--- src/rtcs_pkg.sv ---
`timescale 1ns / 1ps

package rtcs_pkg;

  localparam int unsigned RecW     = 16;
  localparam int unsigned SptW     = 8;
  localparam int unsigned SidesW   = 2;
  localparam int unsigned CylW     = 9;
  localparam int unsigned CountW   = 7;
  localparam int unsigned OffsetW  = 6;
  localparam int unsigned DivCntW  = 4;
  localparam logic [CylW-1:0] DefaultSpt = 9'd9;

  typedef enum logic {
    CFG_SECTORS_PER_TRACK = 1'b0,
    CFG_SIDE_COUNT        = 1'b1
  } rtcs_cfg_idx_e;

  typedef enum logic [1:0] {
    ST_IDLE,
    ST_DIVIDE,
    ST_EMIT
  } rtcs_state_e;

  typedef struct packed {
    logic [RecW-1:0]   start_record;
    logic [CountW-1:0] record_count;
    logic              unaligned_buffer;
  } rtcs_req_t;

  typedef struct packed {
    logic [RecW-1:0]    track_number;
    logic               side_select;
    logic [SptW-1:0]    first_sector;
    logic [CountW-1:0]  chunk_length;
    logic [OffsetW-1:0] buffer_offset;
    logic               last_chunk;
  } rtcs_rsp_t;

endpackage

--- src/rtcs_div.sv ---
`timescale 1ns / 1ps

// Restoring divider: one quotient bit per cycle.
module rtcs_div import rtcs_pkg::*; (
  input  logic            clk_i,
  input  logic            rst_ni,
  input  logic            start_i,
  input  logic [RecW-1:0] dividend_i,
  input  logic [CylW-1:0] divisor_i,
  output logic            done_o,
  output logic [RecW-1:0] quotient_o,
  output logic [CylW-1:0] remainder_o
);

  logic [CylW-1:0]    rem_q, rem_d;
  logic [RecW-1:0]    quo_q, quo_d;
  logic [CylW-1:0]    div_q, div_d;
  logic [DivCntW-1:0] cnt_q, cnt_d;
  logic               run_q, run_d;
  logic               done_q, done_d;
  logic [CylW:0]      trial;
  logic [CylW:0]      diff;
  logic               fits;

  assign trial = {rem_q, quo_q[RecW-1]};
  assign diff  = trial - {1'b0, div_q};
  assign fits  = trial >= {1'b0, div_q};

  always_comb begin
    rem_d  = rem_q;
    quo_d  = quo_q;
    div_d  = div_q;
    cnt_d  = cnt_q;
    run_d  = run_q;
    done_d = 1'b0;
    if (start_i) begin
      rem_d = '0;
      quo_d = dividend_i;
      div_d = divisor_i;
      cnt_d = '0;
      run_d = 1'b1;
    end else if (run_q) begin
      rem_d = fits ? diff[CylW-1:0] : trial[CylW-1:0];
      quo_d = {quo_q[RecW-2:0], fits};
      cnt_d = cnt_q + 1'b1;
      if (cnt_q == '1) begin
        run_d  = 1'b0;
        done_d = 1'b1;
      end
    end
  end

  always_ff @(posedge clk_i or negedge rst_ni) begin
    if (!rst_ni) begin
      cnt_q  <= '0;
      run_q  <= 1'b0;
      done_q <= 1'b0;
    end else begin
      cnt_q  <= cnt_d;
      run_q  <= run_d;
      done_q <= done_d;
    end
  end

  always_ff @(posedge clk_i) begin
    rem_q <= rem_d;
    quo_q <= quo_d;
    div_q <= div_d;
  end

  assign done_o      = done_q;
  assign quotient_o  = quo_q;
  assign remainder_o = rem_q;

endmodule

--- src/record_to_track_chunk_splitter_unit.sv ---
`timescale 1ns / 1ps

// Splits one disk request into per-track transfers. A request is taken when start_i is high
// and busy_o is low; it then runs through the serial divider that finds the track and the
// position within it, the quotient and remainder are loaded, and the block then emits one
// transfer per cycle, staying busy until the last one. Each transfer is shown on result_o
// for exactly one cycle with valid_o high; the receiver cannot stall, so it must take every
// transaction as it comes. A request with a zero count gives no transfers and frees the
// block at once.
module record_to_track_chunk_splitter_unit import rtcs_pkg::*; #(
  parameter int unsigned MAX_SECTORS = 64
) (
  input  logic            clk_i,
  input  logic            rst_ni,
  input  logic            cfg_we_i,
  input  logic            cfg_idx_i,
  input  logic [SptW-1:0] cfg_data_i,
  input  logic            start_i,
  input  rtcs_req_t       req_i,
  output logic            busy_o,
  output logic            valid_o,
  output rtcs_rsp_t       result_o
);

  logic [SptW-1:0]   spt_cfg_q;
  logic [SidesW-1:0] sides_cfg_q;

  rtcs_state_e state_q, state_d;

  logic [CylW-1:0]   cyl_w;
  logic [CylW-1:0]   spt_w;
  logic [CountW-1:0] count_sat;
  logic              accept;
  logic              div_start;
  logic              div_done;
  logic [RecW-1:0]   div_quo;
  logic [CylW-1:0]   div_rem;

  logic [SptW-1:0]   spt_q;
  logic [CylW-1:0]   cyl_q;
  logic [RecW-1:0]   rec_q, rec_d;
  logic [RecW-1:0]   track_q, track_d;
  logic [CylW-1:0]   pos_q, pos_d;
  logic [CountW-1:0] left_q, left_d;
  logic [CountW-1:0] done_q, done_d;
  logic              odd_q;

  logic              emit;
  logic              load_div;
  logic              side;
  logic [CylW-1:0]   sec_full;
  logic [SptW-1:0]   sec;
  logic [SptW-1:0]   room;
  logic [CountW-1:0] len;
  logic [RecW:0]     rec_sum;
  logic [CylW-1:0]   pos_sum;

  logic      valid_q;
  rtcs_rsp_t result_q;

  always_ff @(posedge clk_i or negedge rst_ni) begin
    if (!rst_ni) begin
      spt_cfg_q   <= '0;
      sides_cfg_q <= '0;
    end else if (cfg_we_i) begin
      case (cfg_idx_i)
        CFG_SECTORS_PER_TRACK: spt_cfg_q   <= cfg_data_i;
        CFG_SIDE_COUNT:        sides_cfg_q <= cfg_data_i[SidesW-1:0];
        default:               spt_cfg_q   <= spt_cfg_q;
      endcase
    end
  end

  // Cylinder size, with the nine-sector single-sided fallback for an empty geometry.
  always_comb begin
    case (sides_cfg_q)
      2'd0:    cyl_w = '0;
      2'd1:    cyl_w = {1'b0, spt_cfg_q};
      default: cyl_w = {spt_cfg_q, 1'b0};
    endcase
    spt_w = {1'b0, spt_cfg_q};
    if (cyl_w == '0) begin
      cyl_w = DefaultSpt;
      spt_w = DefaultSpt;
    end
  end

  always_comb begin
    if (int'(req_i.record_count) > int'(MAX_SECTORS)) begin
      count_sat = CountW'(MAX_SECTORS);
    end else begin
      count_sat = req_i.record_count;
    end
  end

  assign accept    = start_i && (state_q == ST_IDLE);
  assign div_start = accept && (count_sat != '0);

  rtcs_div u_div (
    .clk_i       (clk_i),
    .rst_ni      (rst_ni),
    .start_i     (div_start),
    .dividend_i  (req_i.start_record),
    .divisor_i   (cyl_w),
    .done_o      (div_done),
    .quotient_o  (div_quo),
    .remainder_o (div_rem)
  );

  always_comb begin
    state_d = state_q;
    case (state_q)
      ST_IDLE: begin
        if (div_start) state_d = ST_DIVIDE;
      end
      ST_DIVIDE: begin
        if (div_done) state_d = ST_EMIT;
      end
      ST_EMIT: begin
        if (left_q == len) state_d = ST_IDLE;
      end
      default: state_d = ST_IDLE;
    endcase
  end

  always_comb begin
    emit     = 1'b0;
    load_div = 1'b0;
    busy_o   = 1'b1;
    case (state_q)
      ST_IDLE:   busy_o   = 1'b0;
      ST_DIVIDE: load_div = div_done;
      ST_EMIT:   emit     = 1'b1;
      default:   busy_o   = 1'b1;
    endcase
  end

  // Position within the cylinder split into head and sector, plus the next chunk's length and sums.
  always_comb begin
    side     = pos_q >= {1'b0, spt_q};
    sec_full = side ? (pos_q - {1'b0, spt_q}) : pos_q;
    sec      = sec_full[SptW-1:0];
    room     = spt_q - sec;
    if (odd_q) begin
      len = CountW'(1);
    end else if (room < {1'b0, left_q}) begin
      len = room[CountW-1:0];
    end else begin
      len = left_q;
    end
    rec_sum = {1'b0, rec_q} + (RecW+1)'(len);
    pos_sum = pos_q + CylW'(len);
  end

  always_comb begin
    rec_d   = rec_q;
    track_d = track_q;
    pos_d   = pos_q;
    left_d  = left_q;
    done_d  = done_q;
    if (accept) begin
      rec_d  = req_i.start_record;
      left_d = count_sat;
      done_d = '0;
    end else if (load_div) begin
      track_d = div_quo;
      pos_d   = div_rem;
    end else if (emit) begin
      rec_d  = rec_sum[RecW-1:0];
      left_d = left_q - len;
      done_d = done_q + len;
      if (rec_sum[RecW]) begin
        // The record number wraps around past zero; the wrapped record is treated as lying in the first cylinder.
        track_d = '0;
        pos_d   = CylW'(rec_sum[RecW-1:0]);
      end else if (pos_sum == cyl_q) begin
        track_d = track_q + 1'b1;
        pos_d   = '0;
      end else begin
        pos_d = pos_sum;
      end
    end
  end

  always_ff @(posedge clk_i or negedge rst_ni) begin
    if (!rst_ni) begin
      state_q <= ST_IDLE;
      valid_q <= 1'b0;
    end else begin
      state_q <= state_d;
      valid_q <= emit;
    end
  end

  always_ff @(posedge clk_i) begin
    rec_q   <= rec_d;
    track_q <= track_d;
    pos_q   <= pos_d;
    left_q  <= left_d;
    done_q  <= done_d;
    if (accept) begin
      spt_q <= spt_w[SptW-1:0];
      cyl_q <= cyl_w;
      odd_q <= req_i.unaligned_buffer;
    end
    if (emit) begin
      result_q.track_number  <= track_q;
      result_q.side_select   <= side;
      result_q.first_sector  <= sec + 1'b1;
      result_q.chunk_length  <= len;
      result_q.buffer_offset <= done_q[OffsetW-1:0];
      result_q.last_chunk    <= (left_q == len);
    end
  end

  assign valid_o  = valid_q;
  assign result_o = result_q;

endmodule
--- config.mk ---
export PLATFORM = sky130hd
export DESIGN_NAME = record_to_track_chunk_splitter_unit
export DESIGN_NICKNAME = d
export VERILOG_FILES = /design/src/rtcs_pkg.sv /design/src/rtcs_div.sv /design/src/record_to_track_chunk_splitter_unit.sv
export SDC_FILE = /design/constraint.sdc
export NUM_CORES = 1
export LEC_CHECK = 0
export BUFFER_PORTS_ARGS = -buffer_cell sky130_fd_sc_hd__buf_2
export CAP_MARGIN = 20
export CORE_UTILIZATION = 35
export CTS_BUF_LIST = sky130_fd_sc_hd__clkbuf_16
export DETAILED_ROUTE_END_ITERATION = 12
export HOLD_SLACK_MARGIN = 0.03
export SLEW_MARGIN = 20
export SYNTH_ARGS = -nofsm -noshare
export SYNTH_HDL_FRONTEND = slang
export SYNTH_SLANG_ARGS = --single-unit
export TNS_END_PERCENT = 20
--- constraint.sdc ---
create_clock -name clk_i -period 13.31 [get_ports clk_i]
set_clock_uncertainty 0.05 [all_clocks]
set_input_delay 2.662 -clock clk_i [delete_from_list [all_inputs] [get_ports clk_i]]
set_output_delay 2.662 -clock clk_i [all_outputs]
set_load 0.01 [all_outputs]
* Yosys cells after proc, flatten, opt, wreduce, memory -nomap -nowiden
Cells that the tools add are included.
** Word-level totals
- Register bits :: 165
- Input port bits :: 37
- Output and inout port bits :: 41
- Logic and storage cells :: 106
** Operators by class
- Add/subtract/negate cells :: 10
- Magnitude comparators :: 4
- Eq/ne operators :: 10
- Multiplexer cells :: 38
- Bitwise operators :: 3
- Reduce and logical (&&, ||, !) cells :: 17
** Operator list (count)
- $mux W16 :: 9
- $mux W9 :: 6
- $mux W7 :: 6
- $pmux W9 S2 :: 1
- $add A16 B7 Y17 :: 1
- $add A16 B1 Y16 const B :: 1
- $sub A8 B8 Y8 :: 2
- $ge A10 B9 Y1 :: 1
- $reduce_and A2 Y1 :: 5
- $add A9 B7 Y9 :: 1
- $eq A9 B9 Y1 :: 1
- $ge A9 B8 Y1 :: 1
- $logic_not A9 Y1 :: 1
- $mux W1 :: 9
- $sub A9 B9 Y9 :: 1
- $add A8 B1 Y8 const B :: 1
- $lt A8 B7 Y1 :: 1
- $mux W4 :: 2
- $mux W8 :: 1
- $add A7 B7 Y7 :: 1
- $eq A7 B7 Y1 :: 1
- $gt A7 B7 Y1 const B :: 1
- $reduce_bool A7 Y1 :: 1
- $sub A7 B7 Y7 :: 1
- other kinds (14) :: 26

* Depth between registers and ports, before layout
Gate-level depths: netlist (run 1).
- Depth in word-level cells :: 12
- Gate-level depth with buffers :: 40
- Depth with buffers taken out :: 37

* Cells and area by module
A second synthesis (run 1) with hierarchy kept.
** Unflattened totals
- Cell total of the unflattened synthesis :: 899
- Area total of the unflattened synthesis :: 9623.0 um2
** By module, submodules not included
- record_to_track_chunk_splitter_unit :: instances 1, cells an instance 723, area each 7569.8 um2, seq. area each 3598.5 um2
- rtcs_div :: instances 1, cells an instance 176, area each 2053.2 um2, seq. area each 1081.0 um2

* Worst setup path before layout (run 1)
Ideal clock, no wire load.
- Path kind :: reg2reg
- Start point :: register spt_q[3]
- End point :: register track_q[0], enable pin
- Library setup time :: 0.388 ns
- Data arrival time :: 7.881 ns
- Data required time :: 12.872 ns
- Slack :: 4.990 ns
- Cell stages (with the launch flop) :: 38
- Path buffers :: 3
- Clock period less this slack :: 8.320 ns
- Cells stage by stage :: edfxtp_1 -> clkbuf_1 -> inv_1 -> ha_1 -> o21a_1 -> o21ai_2 -> a21o_1 -> nand2_1 -> clkbuf_1 -> a21oi_1 -> ha_1 -> a21o_1 -> o31ai_2 -> nand2_1 -> a2111o_1 -> nand3_1 -> ha_1 -> a2111o_1 -> [2 not listed] -> a21oi_1 -> mux2i_2 -> clkbuf_1 -> o211ai_1 -> ha_1 -> inv_1 -> fa_1 -> nor2b_1 -> o21ai_0 -> a21boi_0 -> o21ai_0 -> a21boi_0 -> o21ai_0 -> xor3_1 -> nand4_1 -> nand2_1 -> nor2_1 -> nor2_1
** Between the ends
- Word-level cells in the longest chain between the ends :: 10
- Elaborated cells on any way between the ends :: 12
- Classes of those cells :: add/sub (4); order compare (2); eq/ne (1); mux (3); reduce/logical (2)
** RTL lines
- start, declared :: RTL line record_to_track_chunk_splitter_unit.sv:39 : logic [SptW-1:0] spt_q;
- start signal, assigned :: RTL line record_to_track_chunk_splitter_unit.sv:202 : spt_q <= spt_w[SptW-1:0];
- $ge A9 B8 Y1 * :: RTL line record_to_track_chunk_splitter_unit.sv:140 : side = pos_q >= {1'b0, spt_q};
- net side :: RTL line record_to_track_chunk_splitter_unit.sv:50 : logic side;
- $mux W8 * :: RTL line record_to_track_chunk_splitter_unit.sv:141 : sec_full = side ? (pos_q - {1'b0, spt_q}) : pos_q;
- $sub A8 B8 Y8 * :: RTL line record_to_track_chunk_splitter_unit.sv:143 : room = spt_q - sec;
- $lt A8 B7 Y1 :: RTL line record_to_track_chunk_splitter_unit.sv:146 : end else if (room < {1'b0, left_q}) begin
- $mux W7 * :: RTL line record_to_track_chunk_splitter_unit.sv:146
- $mux W7 * :: RTL line record_to_track_chunk_splitter_unit.sv:144 : if (odd_q) begin
- net len[0] :: RTL line record_to_track_chunk_splitter_unit.sv:54 : logic [CountW-1:0] len;
- $add A9 B7 Y9 :: RTL line record_to_track_chunk_splitter_unit.sv:152 : pos_sum = pos_q + CylW'(len);
- $eq A9 B9 Y1 :: RTL line record_to_track_chunk_splitter_unit.sv:176 : end else if (pos_sum == cyl_q) begin
- $reduce_bool A3 Y1 (no source line) *
- $reduce_and A3 Y1 (no source line) *
- end signal, assigned :: RTL line record_to_track_chunk_splitter_unit.sv:197 : track_q <= track_d;
- end, declared :: RTL line record_to_track_chunk_splitter_unit.sv:42 : logic [RecW-1:0] track_q, track_d;
The timed path passes the listed nets; every way through them passes the cells marked *.
A chain may end at the register's enable or synchronous reset.

* Final worst setup path (run 1)
- Start point :: register spt_q[0]
- End point :: register track_q[5], enable pin
** Between the ends
- Word-level cells in the longest chain between the ends :: 10
- Elaborated cells on any way between the ends :: 12
- Classes of those cells :: add/sub (4); order compare (2); eq/ne (1); mux (3); reduce/logical (2)
** RTL lines (RTL line)
- $sub A8 B8 Y8 / $ge A9 B8 Y1 (equally long branches) :: record_to_track_chunk_splitter_unit.sv:141, record_to_track_chunk_splitter_unit.sv:140
- $mux W8 :: record_to_track_chunk_splitter_unit.sv:141
- $sub A8 B8 Y8 * :: record_to_track_chunk_splitter_unit.sv:143
- $lt A8 B7 Y1 :: record_to_track_chunk_splitter_unit.sv:146
- $mux W7 * :: record_to_track_chunk_splitter_unit.sv:146
- $mux W7 * :: record_to_track_chunk_splitter_unit.sv:144
- net len[0] :: record_to_track_chunk_splitter_unit.sv:54
- $add A9 B7 Y9 :: record_to_track_chunk_splitter_unit.sv:152
- $eq A9 B9 Y1 :: record_to_track_chunk_splitter_unit.sv:176
- $reduce_bool A3 Y1 (no source line) *
- $reduce_and A3 Y1 (no source line) *
Marked as above.

==> flow_summary.json, run 1 <==
{
  "status": "completed",
  "drive_gt1_frac": 0.179,
  "post-route-drc-count": 0,
  "track_usage": 0.160,
  "drtPass1Iterations": 5,
  "nNetsFinal": 1037,
  "layout_min_cycle_time_ns": 8.78,
  "max-cap-violations": 0,
  "synthFlopType": "edfxtp_1",
  "path_max_fanout": 16,
  "rsz0062_at_grt": "false",
  "cts_resized": 0,
  "die_area_sq_mm": 0.0280,
  "syn_inst": 868,
  "drt_wl_total_um": 21700,
  "avgRoutedWirePerCell_um": 16.8,
  "vias": 6604,
  "gp_congestion": 0.856,
  "hold_class": "register to register",
  "ys_warn_count": 0,
  "slowest_delay_ns": 0.51,
  "worst_pin_slew_ns": 1.05,
  "synth-edff-count": 130,
  "drt-initial-drc-count": 457,
  "antenna_found_initial": 1,
  "p_total_uw": 2450,
  "post-dp-hpwl_um": 16000,
  "crit_path_top_delay_cell": "o211ai_1",
  "power_frac_seq": 0.331,
  "avgSynthCellArea_sq_um": 11.0,
  "clk_pin_slew_worst_paths_ns": 0.06,
  "post_cts_buffers": 0,
  "cts_tree": "done",
  "cp_data_arrival_time_ns": 8.85,
  "cts_inserted_buffers": 17,
  "power_density_mw_per_mm2": 225,
  "num_antenna_cells": 0,
  "regArea_sq_mm": 0.00468,
  "clk_latency_ns": 0.43,
  "setup.worst_path.start_class": "register",
  "setup_violations": 0,
  "start_util": 0.356,
  "holdPathStages": 0,
  "vias_per_cell": 5.11,
  "ios": 78,
  "p_comb_frac": 0.468,
  "port-buffer-count": 77,
  "die_w_um": 167,
  "synthMuxAreaShare": 0.0482,
  "p_sw_frac": 0.387,
  "final_cell_mix": "edfxtp_1 (130), nand2_1 (78), buf_2 (77), nor2_1 (61)",
  "post_synth_xor_area_fraction": 0.0726,
  "clock.fmax_ghz": 0.114,
  "drv_slew": 0,
  "fp-row-count": 60,
  "area_delta_synth_final_pct": 13.8,
  "syn-num-nets": 967,
  "grt_pass1_vias": 6381,
  "ant_nets": 0,
  "synth_top_family_by_area": "compound AO/OA/AOI/OAI gates",
  "final.setup.tns_ns": 0,
  "synth_compound_area_frac": 0.140,
  "finalCritPeriodShare": 0.660,
  "async_flop_share": 0.116,
  "crit_path_frequent_cell": "ha_1",
  "holdPathEnd": "result_o[5]$_DFFE_PP_",
  "r2r_start": "spt_q[0]$_SDFFCE_PP1P_",
  "cts.sinks": 164,
  "relSlewSlack": 0.297,
  "leakagePower_uw": 0.00432,
  "root_buffer": "clkbuf_16",
  "peakVddDrop_uv": 138,
  "path_class": "register to register",
  "ys_seq_area_frac": 0.490,
  "finalHoldViolCount": 0,
  "p_sw_uw": 946,
  "grt_start_max_net_pins": 61,
  "overflow": 0,
  "yosys_register_bits": 164,
  "layout_commonest_cell": "edfxtp_1",
  "cts_max_level": 4,
  "reg2reg_setup_slack_ns": 4.53,
  "synth_area_sq_mm": 0.00956,
  "worstRegToRegCells": 35,
  "end_kind": "register",
  "hold_buffers": 0,
  "cts_buffer_depth": 2,
  "synthSimpleGateAreaFrac": 0.129,
  "multi_input_area_sq_mm": 0.00457,
  "hold_start": "done_q[4]$_SDFFE_PP0P_",
  "grt_pass1_wl_um": 34700,
  "die_y_um": 167,
  "yosys.area_share.adder": 0.0866,
  "critPathRequiredTime_ns": 13.37,
  "reg2reg_to": "track_q[5]$_DFFE_PP_",
  "p_int_uw": 1500,
  "core_area_sq_mm": 0.0269,
  "pwr-share-clk": 0.201,
  "filler_cell_count": 2611,
  "ys_types": 77
}
## area by class of cell
class                      count  area share
clock buffer                  17      0.0391
clock inverter                15      0.0144
inverter                      55      0.0190
multi-input combinational    619       0.420
sequential                   164       0.430
tap                          341      0.0392
timing repair buffer          81      0.0382
## power groups by stage
| stage | combinational, uW | sequential [uW] | clock [uW] |
|---|---|---|---|
| 2_1_floorplan | 907 | 781 | 0 |
| 3_3_place_gp | 1130 | 817 | 0 |
| 3_5_place_dp | 1140 | 818 | 0 |
| 4_1_cts | 1150 | 809 | 503 |
| 5_1_grt | 1290 | 823 | 519 |
| 6_report | 1140 | 809 | 492 |
## stage by stage
step	util	cells	hold WS [ns]	worst slack, ns	instance area [sq um]
after floorplan	-	868	0.387	4.99	9560
after global placement	0.383	1260	0.410	4.92	10300
after detailed placement	0.383	1260	0.416	4.61	10300
after CTS	0.405	1292	0.432	4.58	10900
after global routing	0.405	1292	0.446	3.59	10900
final	0.405	1292	0.437	4.53	10900
## synth_stat cells, types with 15 or more instances
cell type / n / area share
o21ai_0: 52 / 0.027
inv_1: 54 / 0.021
o31ai_1: 15 / 0.012
dfrtp_1: 19 / 0.050
mux2_2: 27 / 0.032
clkbuf_1: 28 / 0.011
edfxtp_1: 130 / 0.41
nand2_1: 78 / 0.031
a21oi_1: 32 / 0.017
a21o_1: 21 / 0.016
ha_1: 55 / 0.072
xnor2_1: 40 / 0.037
xor2_1: 34 / 0.031
dfxtp_1: 15 / 0.031
nor2_1: 61 / 0.024
## cells by family (layout without fill, tap and decap cells)
kind of cell             count (synthesis)  in the layout
AND/OR/NAND/NOR                        246            246
AO/OA/AOI/OAI                          194            194
flip-flops                             164            164
buffers and inverters                   85            168
XOR/XNOR                                76             76
adder cells (fa/ha/maj)                 62             62
multiplexers                            41             41
## registers in the layout, summed over array words and instances (netlist names), 2 cells and up
register / cells
cyl_q: 9
u_div.cnt_q: 4
spt_cfg_q: 8
sides_cfg_q: 2
state_q: 2
pos_q: 9
spt_q: 8
result_o: 39
rec_q: 16
track_q: 16
u_div.remainder_o: 9
u_div.quotient_o: 16
done_q: 6
left_q: 7
u_div.div_q: 9
## routing by layer
layer | part of all wire | GRT usage | up-vias
met5 | 0.00046 | 0 | -
met4 | 0.018 | 0.0638 | 2
met3 | 0.031 | 0.0258 | 21
met2 | 0.46 | 0.250 | 121
met1 | 0.49 | 0.220 | 3168
li1 | - | - | 3292
## critical path: cells and delay by family (launching register included)
kind | cells | cell delay (ns)
AOI/OAI and AO/OA | 15 | 3.80
xor gates and xnor gates | 1 | 0.24
adders and majority gates | 5 | 1.58
buffers and inverters | 3 | 0.42
DFF | 1 | 0.41
muxes | 1 | 0.23
and+or+nand+nor | 10 | 1.72
## worst max path at each step
stage | cells after the start | startpoint | to | slack, ns
after global placement | 35 | spt_q[0]$_SDFFCE_PP1P_ | track_q[9]$_DFFE_PP_ | 4.92
final | 35 | spt_q[0]$_SDFFCE_PP1P_ | track_q[5]$_DFFE_PP_ | 4.53
after floorplan | 37 | spt_q[3]$_SDFFCE_PP1P_ | track_q[0]$_DFFE_PP_ | 4.99
after detailed placement | 35 | spt_q[0]$_SDFFCE_PP1P_ | track_q[6]$_DFFE_PP_ | 4.61
after CTS | 35 | spt_q[0]$_SDFFCE_PP1P_ | track_q[5]$_DFFE_PP_ | 4.58
after global routing | 35 | spt_q[0]$_SDFFCE_PP1P_ | track_q[5]$_DFFE_PP_ | 3.59
Note: power is estimated with default switching activity, not from simulation.
==> run 2, diff against run 1 <==
==> constraint.sdc (replaced) <==
create_clock -name clk_i -period 8.65 [get_ports clk_i]
set_clock_uncertainty 0.05 [all_clocks]
set_input_delay 1.73 -clock clk_i [delete_from_list [all_inputs] [get_ports clk_i]]
set_output_delay 1.73 -clock clk_i [all_outputs]
set_load 0.01 [all_outputs]
==> flow_summary.json, run 2 (synthesized netlist as in run 1, its figures left out) <==
{
  "layout_commonest_cell": "edfxtp_1",
  "dp.cells": 1268,
  "ant_nets": 0,
  "largest_reg_flops": 39,
  "setup_violations": 0,
  "drt_wl_total_um": 22100,
  "clk_pin_slew_worst_paths_ns": 0.07,
  "critical_path_buf_inv_count": 2,
  "port-buffer-count": 77,
  "die_y_um": 167,
  "grt_start_max_net_pins": 61,
  "filler_cell_count": 2561,
  "die_w_um": 167,
  "hold_class": "register to register",
  "power_density_mw_per_mm2": 344,
  "track_usage": 0.161,
  "cts_tree": "done",
  "finalCritPeriodShare": 0.919,
  "drtPass1Iterations": 7,
  "layout.cells.non_filler": 1305,
  "worst_pin_slew_ns": 0.983,
  "final_cell_mix": "edfxtp_1 (130), nand2_1 (77), buf_2 (77), nor2_1 (61), inv_1 (56)",
  "end_kind": "register",
  "cts_buffer_depth": 2,
  "antenna_found_initial": 0,
  "final.setup.tns_ns": 0,
  "core_area_sq_mm": 0.0269,
  "peakVddDrop_uv": 176,
  "hold_buffers": 0,
  "status": "completed",
  "fp-row-count": 60,
  "setup.worst_path.start_class": "register",
  "cp_data_arrival_time_ns": 8.07,
  "rsz0062_at_grt": "false",
  "grt_pass1_wl_um": 35000,
  "vias_per_cell": 5.15,
  "relSlewSlack": 0.344,
  "crit_path_top_delay_cell": "edfxtp_1",
  "clock.fmax_ghz": 0.126,
  "gp_congestion": 0.876,
  "layout_min_cycle_time_ns": 7.95,
  "grt_pass1_vias": 6430,
  "num_antenna_cells": 0,
  "path_max_fanout": 14,
  "die_area_sq_mm": 0.0280,
  "slowest_delay_ns": 0.52,
  "cts_inserted_buffers": 17,
  "max-cap-violations": 0,
  "overflow": 0,
  "crit_family": "compound AO/OA/AOI/OAI gates",
  "path_class": "register to register",
  "area_delta_synth_final_pct": 15.1,
  "drv_slew": 0,
  "post-route-drc-count": 0,
  "nNetsFinal": 1050,
  "cts.sinks": 164,
  "drive_gt1_frac": 0.194,
  "vias": 6723,
  "critPathRequiredTime_ns": 8.78,
  "post-dp-hpwl_um": 16300,
  "avgRoutedWirePerCell_um": 16.9,
  "start_util": 0.356,
  "drt-initial-drc-count": 553,
  "clk_latency_ns": 0.43,
  "cts_max_level": 4,
  "ios": 78,
  "root_buffer": "clkbuf_16",
  "finalHoldViolCount": 0,
  "leakagePower_uw": 0.00438
}
## run 2: cell types whose count changed in the layout (fill, tap and decap cells not counted), sizes merged
| cell | before | now |
|---|---|---|
| buf | 81 | 94 |
| bufinv | 2 | 1 |
| inv | 60 | 61 |
## run 2: final cells by class
cell class / instances / area [sq um] / area share
repair buffers: 94 / 538 / 0.0489
inverters: 55 / 210 / 0.0191
well taps: 341 / 427 / 0.0388
clock inverters: 15 / 134 / 0.0122
multi-input cells: 619 / 4590 / 0.417
flip-flops and latches: 164 / 4680 / 0.425
clock buffers: 17 / 425 / 0.0386
## run 2: power breakdown
group          internal, uW  leakage, uW  switching, uW
combinational           793      0.00254           1020
sequential             1110      0.00155            128
clock                   399     0.000285            330
## run 2: per-stage QoR
stage               hold WS (ns)  area, sq um  power, uW   util  worst slack (ns)
detailed placement         0.407        10400       3040  0.386             0.394
CTS                        0.424        10900       3780  0.407             0.373
finish                     0.431        11000       3780  0.410             0.705
global placement           0.406        10400       3010  0.386             0.611
global route               0.438        11000       4060  0.410           0.00443
floorplan                  0.387         9560       2600      -             0.330
## run 2: routing by layer
layer  up-vias  wire [um]  global-route usage
met3        16        826              0.0262
met2       137      10300               0.259
li1       3314          -                   -
met1      3256      10700               0.222
met4         0        282              0.0515
met5         -          0                   0
## run 2: worst paths after layout
path	from	end	slack (ns)	cells past startpoint
max reg2reg	pos_q[2]$_DFFE_PP_	pos_q[0]$_DFFE_PP_	0.70	35
min in group asynchronous	rst_ni	u_div.cnt_q[3]$_DFFE_PN0P_	1.19	1
max in group asynchronous	rst_ni	valid_o$_DFF_PN0_	7.03	1
min reg2reg	done_q[2]$_SDFFE_PP0P_	result_o[3]$_DFFE_PP_	0.43	0
max	pos_q[2]$_DFFE_PP_	pos_q[0]$_DFFE_PP_	0.70	35
min	done_q[2]$_SDFFE_PP0P_	result_o[3]$_DFFE_PP_	0.43	0
## run 2: timing repair
item | in CTS | in global routing
resized for setup | 0 | 8
buffers inserted | 0 | 4
endpoints found under the setup margin | 0 | 25
==> run 3, diff against run 2 <==
--- a/config.mk
+++ b/config.mk
@@ -5,11 +5,11 @@
 export SDC_FILE = /design/constraint.sdc
 export NUM_CORES = 1
 export LEC_CHECK = 0
-export BUFFER_PORTS_ARGS = -buffer_cell sky130_fd_sc_hd__buf_2
 export CAP_MARGIN = 20
 export CORE_UTILIZATION = 35
 export CTS_BUF_LIST = sky130_fd_sc_hd__clkbuf_16
 export DETAILED_ROUTE_END_ITERATION = 12
+export DONT_BUFFER_PORTS = 1
 export HOLD_SLACK_MARGIN = 0.03
 export SLEW_MARGIN = 20
 export SYNTH_ARGS = -nofsm -noshare
==> flow_summary.json, run 3 (synthesized netlist as in run 1, its figures left out) <==
{
  "status": "completed",
  "cts_tree": "done",
  "dp.cells": 1191,
  "final_cell_mix": "edfxtp_1 (130), nand2_1 (77), nor2_1 (59), ha_1 (55), inv_1 (53)",
  "p_comb_frac": 0.475,
  "layout.cells.non_filler": 1227,
  "vias": 6441,
  "drtPass1Iterations": 5,
  "antenna_found_initial": 0,
  "power_frac_seq": 0.328,
  "drt-initial-drc-count": 516,
  "grt_pass1_wl_um": 34700,
  "setup.worst_path.start_class": "register",
  "overflow": 0,
  "fp-row-count": 60,
  "cts_max_level": 4,
  "post-route-drc-count": 0,
  "start_util": 0.356,
  "layout_min_cycle_time_ns": 8.09,
  "ios": 78,
  "crit_path_top_delay_cell": "a2111o_1",
  "grt_pass1_vias": 6150,
  "finalCritPeriodShare": 0.936,
  "hold_buffers": 0,
  "max-cap-violations": 0,
  "critPathRequiredTime_ns": 8.76,
  "cts_buffer_depth": 2,
  "path_class": "register to register",
  "nNetsFinal": 972,
  "pwr-share-clk": 0.197,
  "p_sw_uw": 1500,
  "layout_commonest_cell": "edfxtp_1",
  "clk_pin_slew_worst_paths_ns": 0.07,
  "finalHoldViolCount": 0,
  "p_sw_frac": 0.396,
  "gp_congestion": 0.810,
  "avgRoutedWirePerCell_um": 17.9,
  "peakVddDrop_uv": 173,
  "drive_gt1_frac": 0.130,
  "path_max_fanout": 14,
  "drt_wl_total_um": 22000,
  "grt_start_max_net_pins": 61,
  "port-buffer-count": 0,
  "vias_per_cell": 5.25,
  "relSlewSlack": 0.297,
  "hold_class": "register to register",
  "cts.sinks": 164,
  "die_area_sq_mm": 0.0280,
  "setup_ws_ns": 0.557,
  "post-dp-hpwl_um": 16000,
  "placedInstanceArea_sq_mm": 0.00997,
  "ant_nets": 0,
  "largest_reg_flops": 39,
  "track_usage": 0.161,
  "slowest_delay_ns": 0.42,
  "clk_latency_ns": 0.43,
  "final_area_sq_mm": 0.0106,
  "critical_path_buf_inv_count": 4,
  "worst_pin_slew_ns": 1.05,
  "die_w_um": 167,
  "die_y_um": 167,
  "finish.utilization": 0.395,
  "p_int_uw": 2280,
  "cp_data_arrival_time_ns": 8.20,
  "clock.fmax_ghz": 0.124,
  "pre_cts_ws_ns": 0.0538,
  "power_density_mw_per_mm2": 356,
  "area_delta_synth_final_pct": 11.0,
  "setup_violations": 0,
  "num_antenna_cells": 0,
  "crit_family": "compound AO/OA/AOI/OAI gates",
  "end_kind": "register",
  "leakagePower_uw": 0.00407,
  "drv_slew": 0,
  "cts_inserted_buffers": 17,
  "core_area_sq_mm": 0.0269,
  "p_total_uw": 3780,
  "root_buffer": "clkbuf_16"
}
[run 3: cell types whose count changed in the layout (fill, tap and decap cells not counted), sizes merged]
| cell | delta |
|---|---|
| buf | -78 |
| inv | +3 |
| bufinv | -1 |
| clkinv | -1 |
| clkinvlp | -1 |
[run 3: final timing paths]
check	startpoint	end	slack (ns)	depth (start not counted)
min in group asynchronous	rst_ni	u_div.cnt_q[0]$_DFFE_PN0P_	0.93	0
setup / recovery	spt_q[0]$_SDFFCE_PP1P_	pos_q[5]$_DFFE_PP_	0.56	36
setup reg to reg	spt_q[0]$_SDFFCE_PP1P_	pos_q[5]$_DFFE_PP_	0.56	36
max in group asynchronous	rst_ni	valid_o$_DFF_PN0_	7.54	0
hold reg to reg	done_q[4]$_SDFFE_PP0P_	result_o[5]$_DFFE_PP_	0.43	0
hold / removal	done_q[4]$_SDFFE_PP0P_	result_o[5]$_DFFE_PP_	0.43	0
[run 3: repair_timing]
action,in CTS,in global routing
endpoints found under the setup margin,0,41
setup buffers,0,4
resized for setup,0,11
[run 3: metal layers]
| metal | GRT usage | vias up | part of all wire |
|---|---|---|---|
| met5 | 0 | - | 0 |
| met4 | 0.0614 | 0 | 0.020 |
| met3 | 0.0369 | 31 | 0.047 |
| met2 | 0.250 | 128 | 0.46 |
| met1 | 0.218 | 3126 | 0.47 |
| li1 | - | 3156 | - |
[run 3: worst register-to-register path: cells and delay by family (launching register included)]
kind,cells,cell delay (ns)
AO/OA/AOI/OAI,17,3.53
XOR/XNOR,1,0.21
adder cells (fa/ha/maj),4,1.15
buffers and inverters,4,0.63
flip-flops,1,0.41
multiplexers,2,0.35
AND/OR/NAND/NOR,8,1.50
[run 3: area by class of cell]
cell class                      instances  area, sq um
Sequential cell                       164         4680
Clock inverter                         15          140
Clock buffer                           17          425
Multi-Input combinational cell        619         4610
Inverter                               55          210
Tap cell                              341          427
Fill cell                            2577        16300
Timing Repair Buffer                   16          124
[run 3: per-stage QoR]
step / TNS [ns] / hold WS [ns]
after floorplan: 0 / 0.387
after global placement: 0 / 0.402
after detailed placement: 0 / 0.411
after CTS: 0 / 0.428
after global routing: -0.310 / 0.446
final: 0 / 0.427
[run 3: power groups by stage]
stage / sequential (uW) / clock (uW) / combinational, uW
floorplan: 1200 / 0 / 1400
global placement: 1260 / 0 / 1730
detailed placement: 1260 / 0 / 1760
CTS: 1240 / 756 / 1770
global route: 1260 / 786 / 2010
finish: 1240 / 743 / 1800
